File: src/rtl/cftw_pkg.sv
// Shared types, codes and constants for the CSV field tokenizer.
`default_nettype none

package cftw_pkg;

  localparam int MAX_COLUMNS_DEF = 64;
  localparam int WIDTH_BITS_DEF  = 16;
  localparam int FIFO_DEPTH      = 4;

  localparam logic [1:0] CMD_TEXT      = 2'd0;
  localparam logic [1:0] CMD_EOL       = 2'd1;
  localparam logic [1:0] CMD_NEW_TABLE = 2'd2;

  localparam logic [1:0] KIND_CHAR = 2'd0;
  localparam logic [1:0] KIND_CELL = 2'd1;
  localparam logic [1:0] KIND_ROW  = 2'd2;

  localparam logic [7:0] CH_QUOTE = 8'h22;
  localparam logic [7:0] CH_COMMA = 8'h2C;

  typedef enum logic [1:0] {
    MODE_PLAIN,
    MODE_QUOTED,
    MODE_PENDING
  } mode_t;

  typedef struct packed {
    logic [1:0] cmd;
    logic [7:0] text_byte;
  } item_t;

  typedef struct packed {
    logic [1:0]  kind;
    logic [7:0]  value_char;
    logic [7:0]  column_index;
    logic [15:0] cell_width;
    logic [15:0] column_max_width;
    logic        column_overflow;
    logic [6:0]  column_count;
    logic [15:0] row_count;
    logic        last;
  } result_t;

  typedef struct packed {
    logic [1:0] count;
    result_t    first;
    result_t    second;
  } result_pair_t;

endpackage

`default_nettype wire

File: src/rtl/csv_field_tokenizer_widths_core.sv
// Top level of the CSV field tokenizer with per-column width tracking.
//
// Accepts one beat per cycle while item_stall is low: a text byte, an end of
// line or a new-table command. A beat is held in the input register, then a
// single pass through the quote state machine and the width table writes its
// results into a four-entry result queue, from which they are offered. Most
// beats give at most one result; an end of line that closes an open cell
// gives two, and the result port hands out one beat per cycle while
// result_stall is low, which sets the sustained rate when such lines are very
// short. The column width table lives in a RAM with one flag per entry; reset
// and a new-table command clear all the flags together, so there is no clearing pass.
`default_nettype none

module csv_field_tokenizer_widths_core #(
  parameter int MAX_COLUMNS = cftw_pkg::MAX_COLUMNS_DEF,
  parameter int WIDTH_BITS  = cftw_pkg::WIDTH_BITS_DEF
) (
  input  logic              clk,
  input  logic              rst,
  input  logic              cfg_wen,
  input  logic [15:0]       cfg_wdata,
  input  logic              item_valid,
  output logic              item_stall,
  input  cftw_pkg::item_t   item,
  output logic              result_valid,
  input  logic              result_stall,
  output cftw_pkg::result_t result
);

  cftw_pkg::result_pair_t push;
  logic                   space;

  cftw_parser #(
    .MAX_COLUMNS (MAX_COLUMNS),
    .WIDTH_BITS  (WIDTH_BITS)
  ) u_parser (
    .clk        (clk),
    .rst        (rst),
    .cfg_wen    (cfg_wen),
    .cfg_wdata  (cfg_wdata),
    .item_valid (item_valid),
    .item_stall (item_stall),
    .item       (item),
    .space      (space),
    .push       (push)
  );

  cftw_out_fifo u_out_fifo (
    .clk          (clk),
    .rst          (rst),
    .push         (push),
    .space        (space),
    .result_valid (result_valid),
    .result_stall (result_stall),
    .result       (result)
  );

endmodule

`default_nettype wire

File: src/rtl/cftw_ram.sv
// Generic single-port-write, registered-read RAM.
`default_nettype none

module cftw_ram #(
  parameter int WIDTH = 16,
  parameter int DEPTH = 64
) (
  input  logic                                   clk,
  input  logic                                   we,
  input  logic [(DEPTH > 1 ? $clog2(DEPTH) : 1)-1:0] waddr,
  input  logic [WIDTH-1:0]                       wdata,
  input  logic [(DEPTH > 1 ? $clog2(DEPTH) : 1)-1:0] raddr,
  output logic [WIDTH-1:0]                       rdata
);

  logic [WIDTH-1:0] mem [DEPTH];

  always_ff @(posedge clk) begin
    if (we) begin
      mem[waddr] <= wdata;
    end
    rdata <= mem[raddr];
  end

endmodule

`default_nettype wire

File: src/rtl/cftw_parser.sv
// Input register, quote state machine, cell and row tracking, column width table.
`default_nettype none

module cftw_parser #(
  parameter int MAX_COLUMNS = cftw_pkg::MAX_COLUMNS_DEF,
  parameter int WIDTH_BITS  = cftw_pkg::WIDTH_BITS_DEF
) (
  input  logic                   clk,
  input  logic                   rst,
  input  logic                   cfg_wen,
  input  logic [15:0]            cfg_wdata,
  input  logic                   item_valid,
  output logic                   item_stall,
  input  cftw_pkg::item_t        item,
  input  logic                   space,
  output cftw_pkg::result_pair_t push
);

  localparam int AW        = (MAX_COLUMNS > 1) ? $clog2(MAX_COLUMNS) : 1;
  localparam int TBL_DEPTH = 1 << AW;
  localparam int SEEN_W    = $clog2(MAX_COLUMNS + 1);
  localparam logic [8:0] COL_LIMIT = 9'(MAX_COLUMNS);
  localparam logic [WIDTH_BITS-1:0] WIDTH_CAP = '1;

  logic [15:0]           row_limit;
  logic                  pend;
  cftw_pkg::item_t       cur;
  cftw_pkg::mode_t       mode, mode_next;
  logic                  field_open, field_open_next;
  logic [8:0]            column, column_next;
  logic [WIDTH_BITS-1:0] length, length_next;
  logic [SEEN_W-1:0]     seen, seen_next;
  logic [15:0]           rows, rows_next;
  logic [TBL_DEPTH-1:0]  tvalid;
  logic                  byp;
  logic [WIDTH_BITS-1:0] byp_data;

  logic                  fire, limited, ovf, load, tclear, we;
  logic [AW-1:0]         col_idx, raddr;
  logic [7:0]            col_sat;
  logic [WIDTH_BITS-1:0] rdata, tbl, len_inc, cell_max;
  logic [8:0]            col_plus, seen_cand, seen_upd, column_inc;
  logic [15:0]           rows_inc;

  logic                  t_char, t_cell;
  logic [7:0]            t_ch;
  cftw_pkg::mode_t       t_mode;

  cftw_pkg::result_t     char_res, cell_res, row_res;

  assign fire       = pend && space;
  assign item_stall = pend && !space;
  assign load       = item_valid && !item_stall;
  assign limited    = (row_limit != 16'd0) && (rows >= row_limit);
  assign ovf        = column >= COL_LIMIT;
  assign col_idx    = column[AW-1:0];
  assign col_sat    = column[8] ? 8'hFF : column[7:0];
  assign tbl        = byp ? byp_data : (tvalid[col_idx] ? rdata : '0);
  assign len_inc    = (length == WIDTH_CAP) ? length : length + 1'b1;
  assign cell_max   = (length > tbl) ? length : tbl;
  assign col_plus   = column + 9'd1;
  assign seen_cand  = (col_plus > COL_LIMIT) ? COL_LIMIT : col_plus;
  assign seen_upd   = (seen_cand > 9'(seen)) ? seen_cand : 9'(seen);
  assign column_inc = column[8] ? column : col_plus;
  assign rows_inc   = (rows == 16'hFFFF) ? rows : rows + 16'd1;
  assign raddr      = column_next[AW-1:0];

  cftw_ram #(
    .WIDTH (WIDTH_BITS),
    .DEPTH (TBL_DEPTH)
  ) u_table (
    .clk   (clk),
    .we    (we),
    .waddr (col_idx),
    .wdata (cell_max),
    .raddr (raddr),
    .rdata (rdata)
  );

  always_comb begin
    t_char = 1'b0;
    t_cell = 1'b0;
    t_ch   = cur.text_byte;
    t_mode = mode;
    if (!field_open) begin
      if (cur.text_byte == cftw_pkg::CH_QUOTE) begin
        t_mode = cftw_pkg::MODE_QUOTED;
      end else begin
        t_mode = cftw_pkg::MODE_PLAIN;
        t_cell = cur.text_byte == cftw_pkg::CH_COMMA;
        t_char = cur.text_byte != cftw_pkg::CH_COMMA;
      end
    end else begin
      unique case (mode)
        cftw_pkg::MODE_QUOTED: begin
          if (cur.text_byte == cftw_pkg::CH_QUOTE) begin
            t_mode = cftw_pkg::MODE_PENDING;
          end else begin
            t_char = 1'b1;
          end
        end
        cftw_pkg::MODE_PENDING: begin
          if (cur.text_byte == cftw_pkg::CH_QUOTE) begin
            t_mode = cftw_pkg::MODE_QUOTED;
            t_char = 1'b1;
          end else begin
            t_mode = cftw_pkg::MODE_PLAIN;
            t_cell = cur.text_byte == cftw_pkg::CH_COMMA;
            t_char = cur.text_byte != cftw_pkg::CH_COMMA;
          end
        end
        default: begin
          t_cell = cur.text_byte == cftw_pkg::CH_COMMA;
          t_char = cur.text_byte != cftw_pkg::CH_COMMA;
        end
      endcase
    end
  end

  always_comb begin
    char_res            = '0;
    char_res.kind       = cftw_pkg::KIND_CHAR;
    char_res.value_char = t_ch;
    char_res.column_index = col_sat;
    char_res.last       = 1'b1;

    cell_res                  = '0;
    cell_res.kind             = cftw_pkg::KIND_CELL;
    cell_res.column_index     = col_sat;
    cell_res.cell_width       = 16'(length);
    cell_res.column_max_width = ovf ? 16'd0 : 16'(cell_max);
    cell_res.column_overflow  = ovf;

    row_res              = '0;
    row_res.kind         = cftw_pkg::KIND_ROW;
    row_res.column_count = field_open ? 7'(seen_upd) : 7'(seen);
    row_res.row_count    = rows_inc;
    row_res.last         = 1'b1;
  end

  always_comb begin
    mode_next       = mode;
    field_open_next = field_open;
    column_next     = column;
    length_next     = length;
    seen_next       = seen;
    rows_next       = rows;
    tclear          = 1'b0;
    we              = 1'b0;
    push            = '0;
    if (fire) begin
      unique case (cur.cmd)
        cftw_pkg::CMD_NEW_TABLE: begin
          mode_next       = cftw_pkg::MODE_PLAIN;
          field_open_next = 1'b0;
          column_next     = '0;
          length_next     = '0;
          seen_next       = '0;
          rows_next       = '0;
          tclear          = 1'b1;
        end
        cftw_pkg::CMD_TEXT: begin
          if (!limited) begin
            field_open_next = 1'b1;
            mode_next       = t_mode;
            if (t_cell) begin
              mode_next       = cftw_pkg::MODE_PLAIN;
              field_open_next = 1'b0;
              column_next     = column_inc;
              length_next     = '0;
              seen_next       = SEEN_W'(seen_upd);
              we              = !ovf;
              push.count      = 2'd1;
              push.first      = cell_res;
              push.first.last = 1'b1;
            end else if (t_char) begin
              length_next = len_inc;
              push.count  = 2'd1;
              push.first  = char_res;
            end
          end
        end
        cftw_pkg::CMD_EOL: begin
          if (!limited) begin
            mode_next       = cftw_pkg::MODE_PLAIN;
            field_open_next = 1'b0;
            column_next     = '0;
            length_next     = '0;
            rows_next       = rows_inc;
            if (field_open) begin
              seen_next   = SEEN_W'(seen_upd);
              we          = !ovf;
              push.count  = 2'd2;
              push.first  = cell_res;
              push.second = row_res;
            end else begin
              push.count = 2'd1;
              push.first = row_res;
            end
          end
        end
        default: begin
        end
      endcase
    end
  end

  always_ff @(posedge clk) begin
    if (rst) begin
      row_limit  <= '0;
      pend       <= 1'b0;
      mode       <= cftw_pkg::MODE_PLAIN;
      field_open <= 1'b0;
      column     <= '0;
      length     <= '0;
      seen       <= '0;
      rows       <= '0;
      tvalid     <= '0;
      byp        <= 1'b0;
    end else begin
      if (cfg_wen) begin
        row_limit <= cfg_wdata;
      end
      if (load) begin
        pend <= 1'b1;
      end else if (fire) begin
        pend <= 1'b0;
      end
      mode       <= mode_next;
      field_open <= field_open_next;
      column     <= column_next;
      length     <= length_next;
      seen       <= seen_next;
      rows       <= rows_next;
      if (tclear) begin
        tvalid <= '0;
      end else if (we) begin
        tvalid[col_idx] <= 1'b1;
      end
      byp <= we && (col_idx == raddr);
    end
  end

  always_ff @(posedge clk) begin
    if (load) begin
      cur <= item;
    end
    byp_data <= cell_max;
  end

endmodule

`default_nettype wire

File: src/rtl/cftw_out_fifo.sv
// Result queue: takes up to two results per cycle, hands out one beat per cycle while result_stall is low.
`default_nettype none

module cftw_out_fifo (
  input  logic                   clk,
  input  logic                   rst,
  input  cftw_pkg::result_pair_t push,
  output logic                   space,
  output logic                   result_valid,
  input  logic                   result_stall,
  output cftw_pkg::result_t      result
);

  localparam int DEPTH = cftw_pkg::FIFO_DEPTH;
  localparam int PW    = $clog2(DEPTH);
  localparam int CW    = $clog2(DEPTH + 1);

  cftw_pkg::result_t entries [DEPTH];
  logic [PW-1:0]     wp, rp;
  logic [CW-1:0]     count, count_next;
  logic              pop;

  assign pop          = (count != '0) && !result_stall;
  assign result_valid = count != '0;
  assign result       = entries[rp];
  assign space        = count <= CW'(DEPTH - 2);
  assign count_next   = count + CW'(push.count) - CW'(pop);

  always_ff @(posedge clk) begin
    if (rst) begin
      wp    <= '0;
      rp    <= '0;
      count <= '0;
    end else begin
      wp    <= wp + PW'(push.count);
      rp    <= rp + PW'(pop);
      count <= count_next;
    end
  end

  always_ff @(posedge clk) begin
    if (push.count != 2'd0) begin
      entries[wp] <= push.first;
    end
    if (push.count == 2'd2) begin
      entries[wp + PW'(1)] <= push.second;
    end
  end

  a_count_bound: assert property (@(posedge clk) disable iff (rst)
    count <= CW'(DEPTH))
    else $error("result queue count out of range");

  a_push_room: assert property (@(posedge clk) disable iff (rst)
    (push.count != 2'd0) |-> (count <= CW'(DEPTH - 2)))
    else $error("push into result queue without room");

  a_pair_last: assert property (@(posedge clk) disable iff (rst)
    (push.count == 2'd2) |-> (push.second.last && !push.first.last))
    else $error("last flag misplaced on result pair");

  a_count_track: assert property (@(posedge clk) disable iff (rst)
    !$past(rst) |-> (count == $past(count_next)))
    else $error("result queue count lost track");

endmodule

`default_nettype wire

File: config.mk
export PLATFORM = sky130hd
export DESIGN_NAME = csv_field_tokenizer_widths_core
export DESIGN_NICKNAME = d
export VERILOG_FILES = /design/src/rtl/cftw_pkg.sv /design/src/rtl/csv_field_tokenizer_widths_core.sv /design/src/rtl/cftw_ram.sv /design/src/rtl/cftw_parser.sv /design/src/rtl/cftw_out_fifo.sv
export SDC_FILE = /design/constraint.sdc
export NUM_CORES = 2
export LEC_CHECK = 0
export ABC_AREA = 1
export BUFFER_PORTS_ARGS = -buffer_cell sky130_fd_sc_hd__buf_2
export CORE_AREA = 4 4 395 553
export CTS_BUF_LIST = sky130_fd_sc_hd__clkbuf_4 sky130_fd_sc_hd__clkbuf_8 sky130_fd_sc_hd__clkbuf_16
export DETAILED_ROUTE_END_ITERATION = 10
export DIE_AREA = 0 0 399 557
export GPL_TIMING_DRIVEN = 0
export PLACE_DENSITY = 0.42
export SLEW_MARGIN = 40
export SYNTH_ARGS = -nofsm -noshare
export SYNTH_HDL_FRONTEND = slang
export SYNTH_SLANG_ARGS = --single-unit
File: constraint.sdc
create_clock -name clk -period 8.5 [get_ports clk]
set_input_delay 1.7 -clock clk [delete_from_list [all_inputs] [get_ports clk]]
set_output_delay 1.7 -clock clk [all_outputs]
set_load 0.005 [all_outputs]
# Word level (Yosys, flattened, before mapping)
# Memories as Yosys holds them, arrays and structs flattened. A register that Yosys moved wholly into a read port is not among the register bits.
# Cells that the tools add are included.
classes:
  muxes: 77
  eq_ne: 19
  bitwise_logic: 1
  n_reduce_logical: 25
  n_lt_le_gt_ge: 8
  add_sub_neg: 8
op_table:
  columns: ["cell", "n"]
  rows:
  - ["152-bit 2-to-1 mux", 2]
  - ["77-bit 2-to-1 mux", 3]
  - ["16-bit 2-to-1 mux", 11]
  - ["77-bit one-hot mux with 2 select lines", 1]
  - ["75-bit 2-to-1 mux", 2]
  - ["76-bit 2-to-1 mux", 1]
  - ["64-bit OR", 1]
  - ["16-bit one-hot mux with 3 select lines", 1]
  - ["9-bit 2-to-1 mux", 5]
  - ["7-bit 2-to-1 mux", 5]
  - ["16-bit by 1-bit adder with 16-bit output (second input constant)", 2]
  - ["16-bit equality test (second input constant)", 2]
  - ["16-bit one-hot mux with 2 select lines", 1]
  - ["1-bit 2-to-1 mux", 27]
  - ["9-bit one-hot mux with 3 select lines", 1]
  - ["7-bit one-hot mux with 3 select lines", 1]
  - ["6-bit AND reduction", 3]
  - ["8-bit by 6-bit equality test with 1-bit output (second input constant)", 2]
  - ["16-bit greater-or-equal comparator", 1]
  - ["16-bit greater-than comparator", 1]
  - ["16-bit nonzero test", 1]
  - ["2-bit 2-to-1 mux", 6]
  - ["5-bit != test (second input constant)", 2]
  - ["9-bit by 1-bit adder with 9-bit output (second input constant)", 1]
  - ["other kinds (36)", 55]
word_totals:
  ff_bits: 166
  mem_bits_rw: 1324
  memories: 2
mem_list:
  columns: ["name", "words", "word_bits", "rd", "rd_clocked_by_memory_dff", "write_ports", "line_no", "text"]
  rows:
  - ["u_parser.u_table.mem", 64, 16, 1, 1, 1, "cftw_ram.sv:16", "logic [WIDTH-1:0] mem [DEPTH];"]
  - ["u_out_fifo.entries", 4, 75, 1, 1, 2, "cftw_out_fifo.sv:18", "cftw_pkg::result_t entries [DEPTH];"]

# Logic depth before layout (Yosys ltp)
logic_depth:
  word_depth: 14
  depth_mapped: 27
  mapped_depth_nobuf: 25

# Hierarchy
# Synthesis repeated with hierarchy kept, for this count alone.
unflattened:
  hier_cells: 6535
  hier_area_um2: 66657.7
modules_own_cells:
  columns: ["mod", "n_inst", "cells_each", "area_per_inst_um2"]
  rows:
  - ["cftw_ram", 1, 3517, 42099.1]
  - ["cftw_out_fifo", 1, 1530, 14686.6]
  - ["cftw_parser", 1, 1488, 9872.0]

# Least setup slack after synthesis
# OpenSTA, ideal clock, no wires.
synth_path:
  path_type: "register -> register"
  start: "register u_parser.column[1]"
  end: "memory u_parser.u_table.mem[0][7], data pin"
  slack_ns: 3.197
  path_stages_with_launch: 25
  setup_time_ns: 0.547
  n_path_buf: 4
  period_less_slack_ns: 5.303
  required_ns: 7.953
  arrival_ns: 4.756
  cell_sequence: "dfxtp_1 -> buf_4 -> inv_2 -> nand3_1 -> buf_4 -> inv_1 -> a221oi_1 -> nand3_1 -> nand2_1 -> nand2_1 -> nor2_1 -> nand2_2 -> buf_6 -> nand3_1 -> nand2_1 -> inv_1 -> ha_1 -> nand2_1 -> inv_1 -> nand3_1 -> nor3_1 -> nand2_1 -> a32o_1 -> buf_1 -> o21ai_1"
synth_between:
  elab_chain_cells: 6
synth_lines:
  columns: ["element", "line_no", "text"]
  rows:
  - ["start: declaration", "cftw_parser.sv:30", "logic [8:0] column, column_next;"]
  - ["start signal: assignment", "cftw_parser.sv:231", "column <= column_next;"]
  - ["1-bit binary-select mux with 6-bit select (*)", "cftw_parser.sv:58", "assign tbl = byp ? byp_data : (tvalid[col_idx] ? rdata : '0);"]
  - ["1-bit 2-to-1 mux (implied by the code) (*)", "cftw_parser.sv:58", null]
  - ["16-bit 2-to-1 mux (*) (2 in a row)", "cftw_parser.sv:58", null]
  - ["16-bit greater-than comparator", "cftw_parser.sv:60", "assign cell_max = (length > tbl) ? length : tbl;"]
  - ["16-bit 2-to-1 mux (*)", "cftw_parser.sv:60", null]
  - ["via u_parser.cell_max[7]", "cftw_parser.sv:41", "logic [WIDTH_BITS-1:0] rdata, tbl, len_inc, cell_max;"]
  - ["end: declaration", "cftw_ram.sv:16", null]
# Mark *: on every way through the listed nets, which the timed path passes. The rest lies on a longest branch. The select of a mux whose other input is x is not followed.

# Worst setup path in the final report
layout_path:
  start: "register u_parser.column[0]"
  end: "memory u_parser.u_table.mem[4][10], data pin"
# Same word-level chain as after synthesis.

==> results.toml <==
[run_status]
status = "complete, no violations"

[global_route]
grt_pass1_wl_um = 360000
grt_max_degree = 27
grt_util_all_layers_pct = 22.5
globalRouteOverflowTotal = 0
antenna_found_initial = 12
grt_pass1_vias = 48400

[floorplanning]
die_h_um = 557
floorplan.initialDensity_pct = 29.8
rows = 201
dieArea_um2 = 222000
die_x_um = 399
ioPinCount = 108
core_um2 = 214000

[critical_path]
crit_required_ns = 9.12
r2r_cells = 26
worstSetupStartpointType = "register"
arrival_ns = 6.17
cpMaxStageDelayCell = "dfxtp_1"
cp_top_family = "buffers and inverters"
path_max_fanout = 13
cp_slowest_stage_delay_ns = 0.55
crit_path_end_kind = "register"
crit_cells = 26
crit_type = "register to register"
cpMostUsedCell = "nand2_1"
crit_buf_inv = 9

[clocking]
clk_pin_slew_ns = 0.07
clockBufferDepth = 4
cts_tree = "built"
cts_resized = 0
holdBufCountCts = 0
cts_sinks = 1506
cts_root_buf = "clkbuf_16"
cts_setup_buffers = 0
clkLatencyLatePin_ns = 0.84
h-tree-depth = 4
cts_buffers = 166

[yosys]
synth_top_family_by_area = "simple AND/OR/NAND/NOR gates"
synth-simple-area-share_pct = 22.2
muxShareOfSynthArea_pct = 0
syn_area_um2 = 63700
synth_compound_area_share_pct = 6.44
synth_xor_area_share_pct = 0.289
synth-seq-cells = 1506
synth_area_per_cell_um2 = 10.4
synth_warnings = 0
syn_inst = 6127
yosysSeqAreaShare_pct = 65.2
syn_nets = 6212
synthAdderAreaFrac_pct = 1.07
ys_types = 61

[power]
vdd_drop_max_uv = 148
p_leak_nw = 26.9
p_per_area_nw_per_um2 = 232

[placed_design]
pre_cts_slack_ns = 3.04
globalplace.congestion = 0.895
dp_hpwl_um = 192000
place_area_um2 = 71200
dp.cells = 9218
portBuffers = 106

[detailed_routing]
vias = 49200
post_drt_wl_per_cell_um = 27.1
first_pass_iters = 6
ant_nets = 0
wirelength_um = 257000
drc = 0
drt_iter0_drc = 4089
vias_per_cell = 5.18

[final_layout]
nets = 6629
syn2layout_area_growth_pct = 20.0
final_common_cell = "nand3_1"
drive_gt1_share_pct = 15.3
instances_no_fill = 9506
nFillCells = 21400
final_area_um2 = 76400
final_core_util_pct = 35.8
layout_common_cells = "nand3_1, edfxtp_1, nand2_1"

[run]
cap_violations = 0

[timing]
finalMaxSlewViolations = 0
relSlewSlack_pct = 38.4
tightest_slew_ns = 0.924
fin_crit_sh_pct = 65.2
final.setup.tns_ns = 0
max_freq_mhz = 180
fin_ws_ns = 2.95
finalHoldViolCount = 0
fin_worst_skew_ns = 0.0673
setup_viol = 0
min_period_ns = 5.55
grt_setup_unrepaired = "no"

[hold_path]
hold_depth = 2
hp-class = "register to register"
## worst paths after layout
check,start,endpoint,slack [ns]
setup / recovery,u_parser.column[0],u_parser.u_table.mem[4][10],2.95
hold / removal,u_out_fifo.entries[2][32],u_out_fifo.entries[2][32],0.45
setup reg to reg,u_parser.column[0],u_parser.u_table.mem[4][10],2.95
hold reg to reg,u_out_fifo.entries[2][32],u_out_fifo.entries[2][32],0.45
## state kept, by name, indices dropped and copies added (netlist names), 3 cells and up
name / cells
u_parser.t_ch: 8
u_parser.u_table.rdata: 16
u_parser.length: 16
u_parser.rows: 16
u_out_fifo.entries: 300
u_parser.row_limit: 16
u_parser.column: 9
u_out_fifo.count: 3
u_parser.byp_data: 16
u_parser.u_table.mem: 1024
u_parser.tvalid: 64
u_parser.seen: 7
## synth_stat cells, drive strengths merged
master / number / area (um2)
nand3: 1579 / 7940
o311ai: 1 / 8.76
edfxtp: 1134 / 34100
a22o: 1 / 8.76
a221oi: 7 / 61.3
a21oi: 113 / 584
buf: 297 / 1580
clkinv: 6 / 22.5
nand2: 1127 / 4340
ha: 53 / 663
o21ba: 20 / 200
o22ai: 122 / 763
xnor2: 5 / 43.8
clkbuf: 112 / 420
o211a: 2 / 20.0
nand3b: 2 / 15.0
fa: 1 / 20.0
xor2: 16 / 140
a211oi: 22 / 165
inv: 273 / 1040
o211ai: 5 / 47.5
o21a: 2 / 15.0
o31ai: 3 / 36.3
a22oi: 11 / 82.6
nor2: 402 / 1560
and3b: 1 / 8.76
a32o: 1 / 10.0
nand4: 10 / 62.6
nor3: 29 / 150
nor4: 3 / 25.0
o21ai: 375 / 1940
o2111ai: 1 / 8.76
o41ai: 4 / 35.0
or2: 1 / 6.26
dfxtp: 372 / 7450
o221ai: 3 / 26.3
a31oi: 8 / 56.3
nor3b: 2 / 15.0
o32ai: 1 / 27.5
## per-stage QoR
step	power [mW]	hold slack, ns
after floorplan	9.48	0.421
after global placement	10.7	0.432
after detailed placement	10.8	0.434
after CTS	17.9	0.448
after global routing	18.3	0.465
final	17.7	0.449
## logic make-up after synthesis
| group | after synthesis |
|---|---|
| AO/OA/AOI/OAI | 702 |
| AND/OR/NAND/NOR | 3156 |
| XOR/XNOR | 21 |
| adder cells (fa/ha/maj) | 54 |
| buffers and inverters | 688 |
| flip-flops | 1506 |
## routing by layer
metal	wire [um]	track usage, %
met1	98000	26.0
met5	0	0
met3	12000	2.57
met2	133000	41.0
met4	14600	11.1
## worst reg2reg max path, delay by kind of cell (launching register included)
kind,cells,cell delay [ns]
AO/OA/AOI/OAI,6,1.31
adder cells (fa/ha/maj),1,0.23
buffers and inverters,9,2.03
flip-flops,1,0.55
AND/OR/NAND/NOR,10,1.24
## power by group
part	internal (mW)	leakage (nW)	switching, mW	total, mW
clock	4.04	2.59	3.03	7.07
combinational	0.663	12.2	1.88	2.54
sequential	8.04	12.2	0.0766	8.12
total	12.7	26.9	4.98	17.7
## cell type report
cell class	instances	area, um2	share of cell area, %
sequential	1506	41500	54.3
multi-input combinational	3933	19800	25.9
clock buffer	213	4590	6.01
tap	2842	3560	4.66
timing repair buffer	249	3320	4.35
buffer	409	2010	2.63
inverter	279	1070	1.40
clock inverter	72	561	0.734
antenna	3	7.51	0.00983
Note: power is estimated with default switching activity, not from simulation.
